===== src/hw/rtl/kbs_pkg.sv =====
// Package for the keyed byte scrambler: mode and register codes, key
// layout, transform constants and the configuration bundle. No dependencies.
package kbs_pkg;

    localparam int KEY_BYTES   = 32;
    localparam int POS_W       = $clog2(KEY_BYTES);
    localparam int KEY_WORDS   = KEY_BYTES / 8;
    localparam int APB_DATA_W  = 64;
    localparam int APB_ADDR_W  = 6;

    // Fixed bit-inversion masks, one per position modulo 8 that uses one.
    localparam logic [7:0] MASK_POS0 = 8'hCF;
    localparam logic [7:0] MASK_POS1 = 8'hD8;
    localparam logic [7:0] MASK_POS3 = 8'h60;
    localparam logic [7:0] MASK_POS4 = 8'hF0;
    localparam logic [7:0] MASK_POS5 = 8'h87;
    localparam logic [7:0] MASK_POS6 = 8'hFF;

    // Add or subtract offset used at positions two and seven.
    localparam logic [7:0] KEY_OFFSET = 8'(KEY_BYTES);

    // User unmask mode constants.
    localparam logic [7:0] USER_MASK = 8'h78;
    localparam logic [7:0] USER_SUB  = 8'd14;

    typedef enum logic [1:0] {
        MODE_DECRYPT = 2'd0,
        MODE_ENCRYPT = 2'd1,
        MODE_USER    = 2'd2,
        MODE_BYPASS  = 2'd3
    } mode_t;

    // Register index, taken from byte address bits [5:3].
    typedef enum logic [2:0] {
        REG_MODE      = 3'd0,
        REG_KEY_WORD0 = 3'd1,
        REG_KEY_WORD1 = 3'd2,
        REG_KEY_WORD2 = 3'd3,
        REG_KEY_WORD3 = 3'd4
    } reg_idx_t;

    typedef logic [KEY_BYTES-1:0][7:0] key_t;
    typedef logic [POS_W-1:0]          pos_t;

    typedef struct packed {
        mode_t mode;
        key_t  key;
    } kbs_cfg_t;

endpackage


===== src/hw/rtl/kbs_stream_if.sv =====
// Valid/ready stream interfaces for the keyed byte scrambler input and
// result channels. Depends on kbs_pkg.
interface kbs_in_if;
    import kbs_pkg::*;

    logic       valid;
    logic       ready;
    logic [7:0] data_byte;
    logic       restart;

    modport source (output valid, output data_byte, output restart, input ready);
    modport sink   (input valid, input data_byte, input restart, output ready);
endinterface

interface kbs_out_if;
    import kbs_pkg::*;

    logic       valid;
    logic       ready;
    logic [7:0] result_byte;

    modport source (output valid, output result_byte, input ready);
    modport sink   (input valid, input result_byte, output ready);
endinterface


===== src/hw/rtl/keyed_byte_scrambler.sv =====
// Keyed byte scrambler, top level. An accepted input transaction is captured in the
// input register and transformed, and its result is held in the output register,
// which drives the output channel.
// Throughput: one byte per cycle; the input register, the transform and the
// output register form a two-stage pipeline that stalls only on output ready.
// Reset (rst_n, asynchronous, active low) clears the pipeline valid flags,
// the stream position and all configuration registers.
module keyed_byte_scrambler (
    input  logic                                clk,
    input  logic                                rst_n,
    kbs_in_if.sink                              in_item,
    kbs_out_if.source                           out_item,
    input  logic                                psel,
    input  logic                                penable,
    input  logic                                pwrite,
    input  logic [kbs_pkg::APB_ADDR_W-1:0]      paddr,
    input  logic [kbs_pkg::APB_DATA_W-1:0]      pwdata,
    output logic [kbs_pkg::APB_DATA_W-1:0]      prdata,
    output logic                                pready
);
    import kbs_pkg::*;

    // ------------------------------------------------------------------
    // Configuration registers. Each register sits at byte address 8*i, so
    // address bits [5:3] pick the register. Writes land on the access phase.
    // ------------------------------------------------------------------
    mode_t                          mode_reg;
    logic [KEY_WORDS-1:0][63:0]     key_word_reg;
    reg_idx_t                       reg_idx;
    logic                           cfg_write;
    kbs_cfg_t                       cfg;

    assign pready    = 1'b1;
    assign reg_idx   = reg_idx_t'(paddr[5:3]);
    assign cfg_write = psel && penable && pwrite && pready;

    always_ff @(posedge clk or negedge rst_n)
    begin
        if (!rst_n)
        begin
            mode_reg     <= MODE_DECRYPT;
            key_word_reg <= '0;
        end
        else if (cfg_write)
        begin
            case (reg_idx)
                REG_MODE:      mode_reg        <= mode_t'(pwdata[1:0]);
                REG_KEY_WORD0: key_word_reg[0] <= pwdata;
                REG_KEY_WORD1: key_word_reg[1] <= pwdata;
                REG_KEY_WORD2: key_word_reg[2] <= pwdata;
                REG_KEY_WORD3: key_word_reg[3] <= pwdata;
                default:       ;
            endcase
        end
    end

    // Read-back; unused addresses read as zero.
    always_comb
    begin
        case (reg_idx)
            REG_MODE:      prdata = {{(APB_DATA_W-2){1'b0}}, mode_reg};
            REG_KEY_WORD0: prdata = key_word_reg[0];
            REG_KEY_WORD1: prdata = key_word_reg[1];
            REG_KEY_WORD2: prdata = key_word_reg[2];
            REG_KEY_WORD3: prdata = key_word_reg[3];
            default:       prdata = '0;
        endcase
    end

    // The key words pack straight into key bytes: byte 0 is the lowest byte
    // of word 0, byte 31 the highest byte of word 3.
    assign cfg.mode = mode_reg;
    assign cfg.key  = key_t'(key_word_reg);

    // ------------------------------------------------------------------
    // Stage one: input register. The stream position for each byte is
    // resolved here, as the transaction is taken, so that the position
    // counter advances exactly once per accepted byte. A restart forces
    // position zero for this byte and position one for the next.
    // ------------------------------------------------------------------
    logic       in_valid_reg;
    logic [7:0] in_data_reg;
    pos_t       in_pos_reg;
    pos_t       stream_pos_reg;
    pos_t       item_pos;
    logic       in_take;
    logic       out_load_ok;
    logic       s1_advance;

    // The output register may load when it is empty or being emptied.
    assign out_load_ok = !out_item.valid || out_item.ready;
    assign s1_advance  = in_valid_reg && out_load_ok;

    // Stage one can take a new byte when empty or when its byte moves on.
    assign in_item.ready = !in_valid_reg || out_load_ok;
    assign in_take       = in_item.valid && in_item.ready;

    assign item_pos = in_item.restart ? '0 : stream_pos_reg;

    always_ff @(posedge clk or negedge rst_n)
    begin
        if (!rst_n)
        begin
            in_valid_reg   <= 1'b0;
            stream_pos_reg <= '0;
        end
        else
        begin
            if (in_take)
            begin
                in_valid_reg   <= 1'b1;
                stream_pos_reg <= item_pos + 1'b1;
            end
            else if (s1_advance)
            begin
                in_valid_reg <= 1'b0;
            end
        end
    end

    always_ff @(posedge clk)
    begin
        if (in_take)
        begin
            in_data_reg <= in_item.data_byte;
            in_pos_reg  <= item_pos;
        end
    end

    // ------------------------------------------------------------------
    // Transform between the two registers.
    // ------------------------------------------------------------------
    logic [7:0] result_next;

    kbs_transform u_transform (
        .cfg         (cfg),
        .pos         (in_pos_reg),
        .data_byte   (in_data_reg),
        .result_byte (result_next)
    );

    // ------------------------------------------------------------------
    // Stage two: output register, holding the result until the sink takes
    // the transaction.
    // ------------------------------------------------------------------
    logic       out_valid_reg;
    logic [7:0] result_reg;

    always_ff @(posedge clk or negedge rst_n)
    begin
        if (!rst_n)
        begin
            out_valid_reg <= 1'b0;
        end
        else if (out_load_ok)
        begin
            out_valid_reg <= in_valid_reg;
        end
    end

    always_ff @(posedge clk)
    begin
        if (s1_advance)
        begin
            result_reg <= result_next;
        end
    end

    assign out_item.valid       = out_valid_reg;
    assign out_item.result_byte = result_reg;

endmodule


===== src/hw/rtl/kbs_transform.sv =====
// Byte transform of the keyed byte scrambler: key byte selection, the
// position-dependent inversion or offset, and the mode selection. Uses kbs_pkg.
module kbs_transform (
    input  kbs_pkg::kbs_cfg_t cfg,
    input  kbs_pkg::pos_t     pos,
    input  logic [7:0]        data_byte,
    output logic [7:0]        result_byte
);
    import kbs_pkg::*;

    logic [7:0] key_byte;
    logic [7:0] dec_in;
    logic [7:0] dec_out;
    logic [7:0] enc_in;
    logic [7:0] enc_out;

    assign key_byte = cfg.key[pos];

    // Decrypt direction: transform, then key.
    assign dec_in = data_byte;
    always_comb
    begin
        case (pos[2:0])
            3'd0:    dec_out = dec_in ^ MASK_POS0;
            3'd1:    dec_out = dec_in ^ MASK_POS1;
            3'd2:    dec_out = dec_in - KEY_OFFSET;
            3'd3:    dec_out = dec_in ^ MASK_POS3;
            3'd4:    dec_out = dec_in ^ MASK_POS4;
            3'd5:    dec_out = dec_in ^ MASK_POS5;
            3'd6:    dec_out = dec_in ^ MASK_POS6;
            default: dec_out = dec_in + KEY_OFFSET;
        endcase
    end

    // Encrypt direction: key, then the inverse transform.
    assign enc_in = data_byte ^ key_byte;
    always_comb
    begin
        case (pos[2:0])
            3'd0:    enc_out = enc_in ^ MASK_POS0;
            3'd1:    enc_out = enc_in ^ MASK_POS1;
            3'd2:    enc_out = enc_in + KEY_OFFSET;
            3'd3:    enc_out = enc_in ^ MASK_POS3;
            3'd4:    enc_out = enc_in ^ MASK_POS4;
            3'd5:    enc_out = enc_in ^ MASK_POS5;
            3'd6:    enc_out = enc_in ^ MASK_POS6;
            default: enc_out = enc_in - KEY_OFFSET;
        endcase
    end

    always_comb
    begin
        case (cfg.mode)
            MODE_DECRYPT: result_byte = dec_out ^ key_byte;
            MODE_ENCRYPT: result_byte = enc_out;
            MODE_USER:    result_byte = (data_byte ^ USER_MASK) - USER_SUB;
            default:      result_byte = data_byte;
        endcase
    end

endmodule

===== src/flat_wrapper.sv =====
// flat-port wrapper written by rule: the top's interface ports become plain ports
module keyed_byte_scrambler_flat import kbs_pkg::*;
  (clk, rst_n, psel, penable, pwrite, paddr, pwdata, prdata, pready, in_item_valid, in_item_data_byte, in_item_restart, in_item_ready, out_item_valid, out_item_result_byte, out_item_ready);
  kbs_in_if in_item_i ();
  kbs_out_if out_item_i ();
  input  logic clk;
  input  logic rst_n;
  input  logic psel;
  input  logic penable;
  input  logic pwrite;
  input  logic [kbs_pkg::APB_ADDR_W-1:0] paddr;
  input  logic [kbs_pkg::APB_DATA_W-1:0] pwdata;
  output logic [kbs_pkg::APB_DATA_W-1:0] prdata;
  output logic pready;
  input wire logic [$bits(in_item_i.valid)-1:0] in_item_valid;
  input wire logic [$bits(in_item_i.data_byte)-1:0] in_item_data_byte;
  input wire logic [$bits(in_item_i.restart)-1:0] in_item_restart;
  output wire logic [$bits(in_item_i.ready)-1:0] in_item_ready;
  output wire logic [$bits(out_item_i.valid)-1:0] out_item_valid;
  output wire logic [$bits(out_item_i.result_byte)-1:0] out_item_result_byte;
  input wire logic [$bits(out_item_i.ready)-1:0] out_item_ready;
  assign in_item_i.valid = in_item_valid;
  assign in_item_i.data_byte = in_item_data_byte;
  assign in_item_i.restart = in_item_restart;
  assign in_item_ready = in_item_i.ready;
  assign out_item_valid = out_item_i.valid;
  assign out_item_result_byte = out_item_i.result_byte;
  assign out_item_i.ready = out_item_ready;
  keyed_byte_scrambler u_core (.clk(clk), .rst_n(rst_n), .in_item(in_item_i), .out_item(out_item_i), .psel(psel), .penable(penable), .pwrite(pwrite), .paddr(paddr), .pwdata(pwdata), .prdata(prdata), .pready(pready));
endmodule

===== config.mk =====
export PLATFORM = sky130hd
export DESIGN_NAME = keyed_byte_scrambler_flat
export DESIGN_NICKNAME = d
export VERILOG_FILES = /design/src/hw/rtl/kbs_pkg.sv /design/src/hw/rtl/kbs_stream_if.sv /design/src/hw/rtl/keyed_byte_scrambler.sv /design/src/hw/rtl/kbs_transform.sv /design/src/flat_wrapper.sv
export SDC_FILE = /design/constraint.sdc
export NUM_CORES = 1
export LEC_CHECK = 0
export BUFFER_PORTS_ARGS = -buffer_cell sky130_fd_sc_hd__buf_2
export CAP_MARGIN = 15
export CORE_MARGIN = 2
export CORE_UTILIZATION = 35
export CTS_CLUSTER_SIZE = 40
export DETAILED_ROUTE_END_ITERATION = 10
export PLACE_DENSITY = 0.51
export SKIP_CTS_REPAIR_TIMING = 1
export SLEW_MARGIN = 25
export SYNTH_ARGS = -nofsm -noshare
export SYNTH_HDL_FRONTEND = slang
export SYNTH_HIERARCHICAL = 1
export SYNTH_SLANG_ARGS = --single-unit

===== constraint.sdc =====
create_clock -name clk -period 3.1 [get_ports clk]
set_input_delay 0.62 -clock clk [delete_from_list [all_inputs] [get_ports clk]]
set_output_delay 0.62 -clock clk [all_outputs]
set_load 0.005 [all_outputs]

---- Word level (Yosys, flattened, before mapping) ----
Index checks and enable logic that the tools add are counted.
storage, ports and cells
  flip-flop bits (word level) ............. 286
  bits in latches ......................... 0
  RAM bits ................................ 0
  memory bits (read-only) ................. 0
  input bits .............................. 86
  word-level logic and storage cells ...... 71
  memories ................................ 0
cells by class
  add/subtract/negate cells ............... 6
  multipliers ............................. 0
  div/mod/pow operators ................... 0
  $lt $le $gt $ge ......................... 1
  eq/ne operators ......................... 12
  shifts and indexed selects .............. 0
  mux-type cells .......................... 9
  bitwise logic cells ..................... 15
  reductions and logical operators ........ 17
operator list
  cell                   count
  $pmux W64 S5           1
  $pmux W8 S7            2
  $bmux W8 S5            1
  $not A4 Y4             7
  $pmux W8 S3            1
  $add A8 B6 Y8 const B  2
  $not A8 Y8             2
  $sub A8 B6 Y8 const B  2
  $xor A8 B8 Y8          2
  $eq A3 B2 Y1 const B   4
  $eq A3 B3 Y1 const B   4
  $not A6 Y6             2
  $reduce_and A2 Y1      5
  $mux W8                1
  $sub A8 B4 Y8 const B  1
  $eq A3 B1 Y1 const B   2
  $logic_not A3 Y1       2
  $lt A5 B6 Y1 const B   1
  $add A5 B1 Y5 const B  1
  $mux W5                1
  $logic_and A1 B1 Y1    4
  $not A2 Y2             2
  $eq A2 B1 Y1 const B   1
  $eq A2 B2 Y1 const B   1
  5 further kinds        8

---- Depth between registers and ports, before layout ----
  depth in word-level cells ............... 6
  depth in mapped cells ................... 14
  gate-level depth less buffers ........... 13

---- Modules after synthesis ----
Netlist, hierarchy kept.
modules (own cells, without submodules)
  module                instances  cells an instance  area each (µm²)  seq. area each (µm²)
  keyed_byte_scrambler  1          849                12719.7          7262.0
  kbs_transform         1          196                2586.2           0.0

---- Worst setup path after synthesis ----
Ideal clock, no wire load.
  path kind ............................... register to register
  start point ............................. register u_core.in_pos_reg[0]
  end point ............................... register u_core.result_reg[7], in the netlist u_core/out_item.result_byte[7], data pin
  data arrival time ....................... 2.984 ns
  required time ........................... 2.835 ns
  path slack .............................. -0.149 ns
  cell stages (with the launch flop) ...... 14
  clock period less this slack ............ 3.249 ns
  cell sequence ........................... edfxtp_1 > buf_4 > mux4_2 > mux4_2 > mux2i_1 > xor2_1 > fa_1 > mux2i_1 > nand2_1 > o21ai_0 > nand2_1 > xor2_1 > o21ai_0 > xor2_1
between the ends
  word-level cells in the longest chain between the ends .. 6
ends and longest elaborated chain
  item                                   line                         text
  from (decl)                            keyed_byte_scrambler.sv:83   pos_t in_pos_reg;
  from (signal assigned)                 keyed_byte_scrambler.sv:126  in_pos_reg <= item_pos;
  $bmux W8 S5                            kbs_transform.sv:17          assign key_byte = cfg.key[pos];
  $mux W8 (implied by the code)          kbs_transform.sv:17
  $xor A8 B8 Y8                          kbs_transform.sv:36          assign enc_in = data_byte ^ key_byte;
  $sub A8 B6 Y8 (tied with other cells)  kbs_transform.sv:47          default: enc_out = enc_in - KEY_OFFSET;
  $pmux W8 S7                            kbs_transform.sv:39          case (pos[2:0])
  $pmux W8 S3 *                          kbs_transform.sv:53          case (cfg.mode)
  via u_core.result_next[7]              keyed_byte_scrambler.sv:133  logic [7:0] result_next;
  to (signal assigned)                   keyed_byte_scrambler.sv:165  result_reg <= result_next;
  to (decl)                              keyed_byte_scrambler.sv:147  logic [7:0] result_reg;
Mark *: on every way through the listed nets, which the timed path passes. The rest lies on a longest branch. The select of a mux whose other input is x is not followed.
A chain may end at the register's enable or synchronous reset.

---- Worst setup path after layout ----
Ends and elaborated chain as after synthesis.

==> run_results.csv <==
group,metric,value,unit
global_routing,first_global_vias,10385,
setup_path,crit_slowest_cell,"mux4_2",
sta,timing.final.ws_setup,-324.1,ps
synth,syn_nets,1135,
detailed_routing,firstDrtPassIters,5,
sta,finalCriticalPeriod,3424,ps
synth,synth_warnings,6,
detailed_routing,wl_per_cell,24.59,um
pwr,power_density,664.2,nW/um^2
synth,netlist_area,15310,um^2
placed_design,hpwl,31580,um
placed_design,port_buffers,156,
global_routing,grt_pass1_wl,68060,um
min_path,holdCritPathClass,"primary input to asynchronous set/reset pin",
synth,yosysUniqueCellTypes,58,
setup_path,worstReg2RegStart,"u_core/in_pos_reg[0]$_DFFE_PP_",
clock_tree,cts_buffers,35,
synth,yosysTopAreaCell,"dfrtp_1",
run_status,violations,"setup timing",
setup_path,critPathKind,"flip-flop to flip-flop",
pwr,p_int,8.690,mW
clock_tree,clockRootBuffer,"clkbuf_16",
placed_design,place_congestion,0.8121,
global_routing,grt_antenna_before_repair,4,
run,cap_violations,0,
synth,ys_top_cells_by_count,"dfrtp_1 (265), mux2_2 (189), mux2i_1 (79)",
sta,tns,-567.0,ps
sta,setup_viol,2,
synth,yosysMostFrequentCell,"dfrtp_1",
pwr,power.switching,3.474,mW
finish,n_fill_cell,4018,
synth,synthTopCellsByArea,"dfrtp_1 (43%), mux2_2 (14%), mux4_2 (10%)",
floorplan,rows,76,
setup_path,critPathTopFamily,"multiplexers",
finish,drive_above_1_share,50.24,%
setup_path,r2r_slack,-320,ps
setup_path,crit_arrival,3690,ps
pwr,clkPwrFrac,33.0,%
finish,layoutNonFillerInstCount,1846,
pwr,total_power,12.16,mW
synth,synth_edf_count,21,
setup_path,r2r_end,"u_core/out_item.result_byte[7]$_DFFE_PP_",
sta,skew,12.38,ps
setup_path,path_buf_inv,3,
finish,largest_reg_flops,256,
setup_path,critPathMaxFanout,12,
run_status,outcome,"finished with violations",
setup_path,reg2reg_depth,14,
global_routing,grt_remaining_overflow,0,
placed_design,numPlacedInstances,1785,
setup_path,cp-end-kind,"flip-flop",
detailed_routing,drtIter0Drc,679,
pwr,power_frac_comb,24.7,%
clock_tree,cts_tree,"built",
pwr,leakage,8.251,nW
clock_tree,path_clk_slew,50,ps
synth,yosysTopAreaCellShare,43.33,%
detailed_routing,vias_per_cell,5.435,
setup_path,crit_chain,"buf_12, mux4_2, mux4_2, mux2i_1, buf_4, xor2_2, fa_2, mux2i_2, buf_4, o21ai_2, nand2_1, xor2_1, o21ai_1, xor2_1",
sta,drv_slew,0,
sta,relSlewSlack,51.97,%
pwr,sequentialPowerShare,42.3,%
detailed_routing,vias,10033,
floorplan,fp.dieW,213.1,um
floorplan,dieArea,45420,um^2
sta,rsz0062_at_grt,"true",
floorplan,start_util,35.53,%
clock_tree,clock-sinks,286,
synth,ys_ff_latch,286,
floorplan,coreArea,43080,um^2
synth,ys.flop_type,"dfrtp_1",
finish,fin_nets,1327,
detailed_routing,routed_wl,45380,um
detailed_routing,ant_nets,0,
sta,hold_viol,0,
sta,fin_crit_sh,110.5,%
synth,synth_cells,1045,
synth,yosysSeqAreaShare,47.45,%
pwr,irDropWorstVdd,0.3140,mV
clock_tree,cts_max_level,2,
floorplan,ios,161,
synth,postSynth.asyncResetShare,92.66,%
clock_tree,cts_buffer_depth,3,
global_routing,grt_max_degree,86,
clock_tree,clock_latency,530,ps
setup_path,critPathRequiredTime,3360,ps
sta,worst_pin_slew,720.5,ps
synth,syn_avg_cell_area,14.65,um^2
setup_path,start_kind,"flip-flop",
pwr,swShare,28.56,%
detailed_routing,drc_errors,0,
floorplan,die_h,213.1,um
sta,max_freq,292.1,MHz
finish,synthToLayoutAreaGrowth,19.65,%
global_routing,grt_usage,20.15,%
setup_path,cp_slowest_stage_delay,500,ps
metrics by stage:
stage | utilization, % | cell area [um^2] | hold slack, ps | worst slack (ps)
after CTS | 42.39 | 18260 | 147.7 | -493.9
after floorplan | - | 15310 | 324.4 | -50.44
after detailed placement | 39.82 | 17150 | 479.0 | -503.1
after global routing | 42.51 | 18310 | 175.7 | -517.9
final | 42.51 | 18310 | 130.3 | -324.1
after global placement | 39.82 | 17150 | 465.3 | -472.6
layout by cell type, fill, tap and decap left out, types with 3 or more instances in the layout:
cell and n:
dfrtp_1 265, a22oi_1 61, clkbuf_16 37, o21ai_0 6, o22ai_1 61, nand3_1 4, nand3b_1 4, buf_12 18
mux2_1 12, nor2b_1 10, a21oi_1 11, mux2i_1 77, mux4_2 71, buf_4 71, clkbuf_8 7, inv_1 3
xor2_1 9, mux2_4 60, nor2_1 8, nand2_1 13, buf_2 154, mux4_1 7, clkinv_2 4, mux2_2 189
xnor2_1 7, nand2b_1 4, edfxtp_1 21, clkbuf_1 11
routing by layer:
layer	vias to the layer above	part of all wire (%)	track usage, %
li1	4442	-	-
met1	5248	45	28.34
met2	267	47	31.44
met3	72	4.7	3.589
met4	4	3.1	6.776
met5	-	0.059	0
logic make-up (layout without fill, tap and decap cells):
family,Yosys count,in the layout,share of synthesized area [%]
buffers and inverters,95,310,4.087
AO/OA/AOI/OAI,159,159,7.063
adder cells (fa/ha/maj),4,4,0.4251
flip-flops,286,286,47.45
AND/OR/NAND/NOR,64,64,2.436
multiplexers,418,418,37.49
other,1,2,0.02450
XOR/XNOR,18,18,1.030
power groups by stage:
stage,sequential (mW),clock [mW],combinational [mW]
floorplan,4.96,0,1.96
global placement,5.18,0,2.97
detailed placement,5.19,0,3.01
CTS,5.14,4.13,3.02
global route,5.24,4.31,3.24
finish,5.15,4.02,3.00
layout make-up:
class | count | area, um^2 | area share, %
multi-input combinational | 664 | 7480 | 40.84
sequential | 286 | 7262 | 39.65
timing repair buffer | 247 | 1719 | 9.387
clock buffer | 54 | 1050 | 5.732
tap | 585 | 732.0 | 3.997
clock inverter | 6 | 57.56 | 0.3143
inverter | 3 | 11.26 | 0.06149
antenna | 1 | 2.502 | 0.01366
worst max path at each step:
stage / depth (start not counted) / slack, ps / end / startpoint
6_report: 14 / -320 / u_core/out_item.result_byte[7]$_DFFE_PP_ / u_core/in_pos_reg[0]$_DFFE_PP_
5_1_grt: 14 / -520 / u_core/out_item.result_byte[7]$_DFFE_PP_ / u_core/in_pos_reg[0]$_DFFE_PP_
4_1_cts: 15 / -490 / u_core/out_item.result_byte[7]$_DFFE_PP_ / u_core/in_pos_reg[0]$_DFFE_PP_
3_5_place_dp: 15 / -500 / u_core/out_item.result_byte[7]$_DFFE_PP_ / u_core/in_pos_reg[0]$_DFFE_PP_
3_3_place_gp: 15 / -470 / u_core/out_item.result_byte[7]$_DFFE_PP_ / u_core/in_pos_reg[0]$_DFFE_PP_
2_1_floorplan: 13 / -50 / u_core/out_item.result_byte[7]$_DFFE_PP_ / u_core/in_pos_reg[0]$_DFFE_PP_
worst reg2reg max path: stages (launching register included):
cell      delay (ps)
edfxtp_1         400
buf_12           170
mux4_2           510
mux4_2           500
mux2i_1          170
buf_4            150
xor2_2            70
fa_2             350
mux2i_2          170
buf_4            140
o21ai_2           40
nand2_1           80
xor2_1           140
o21ai_1          100
xor2_1           160
No activity file was read; power rests on OpenSTA's default activity.
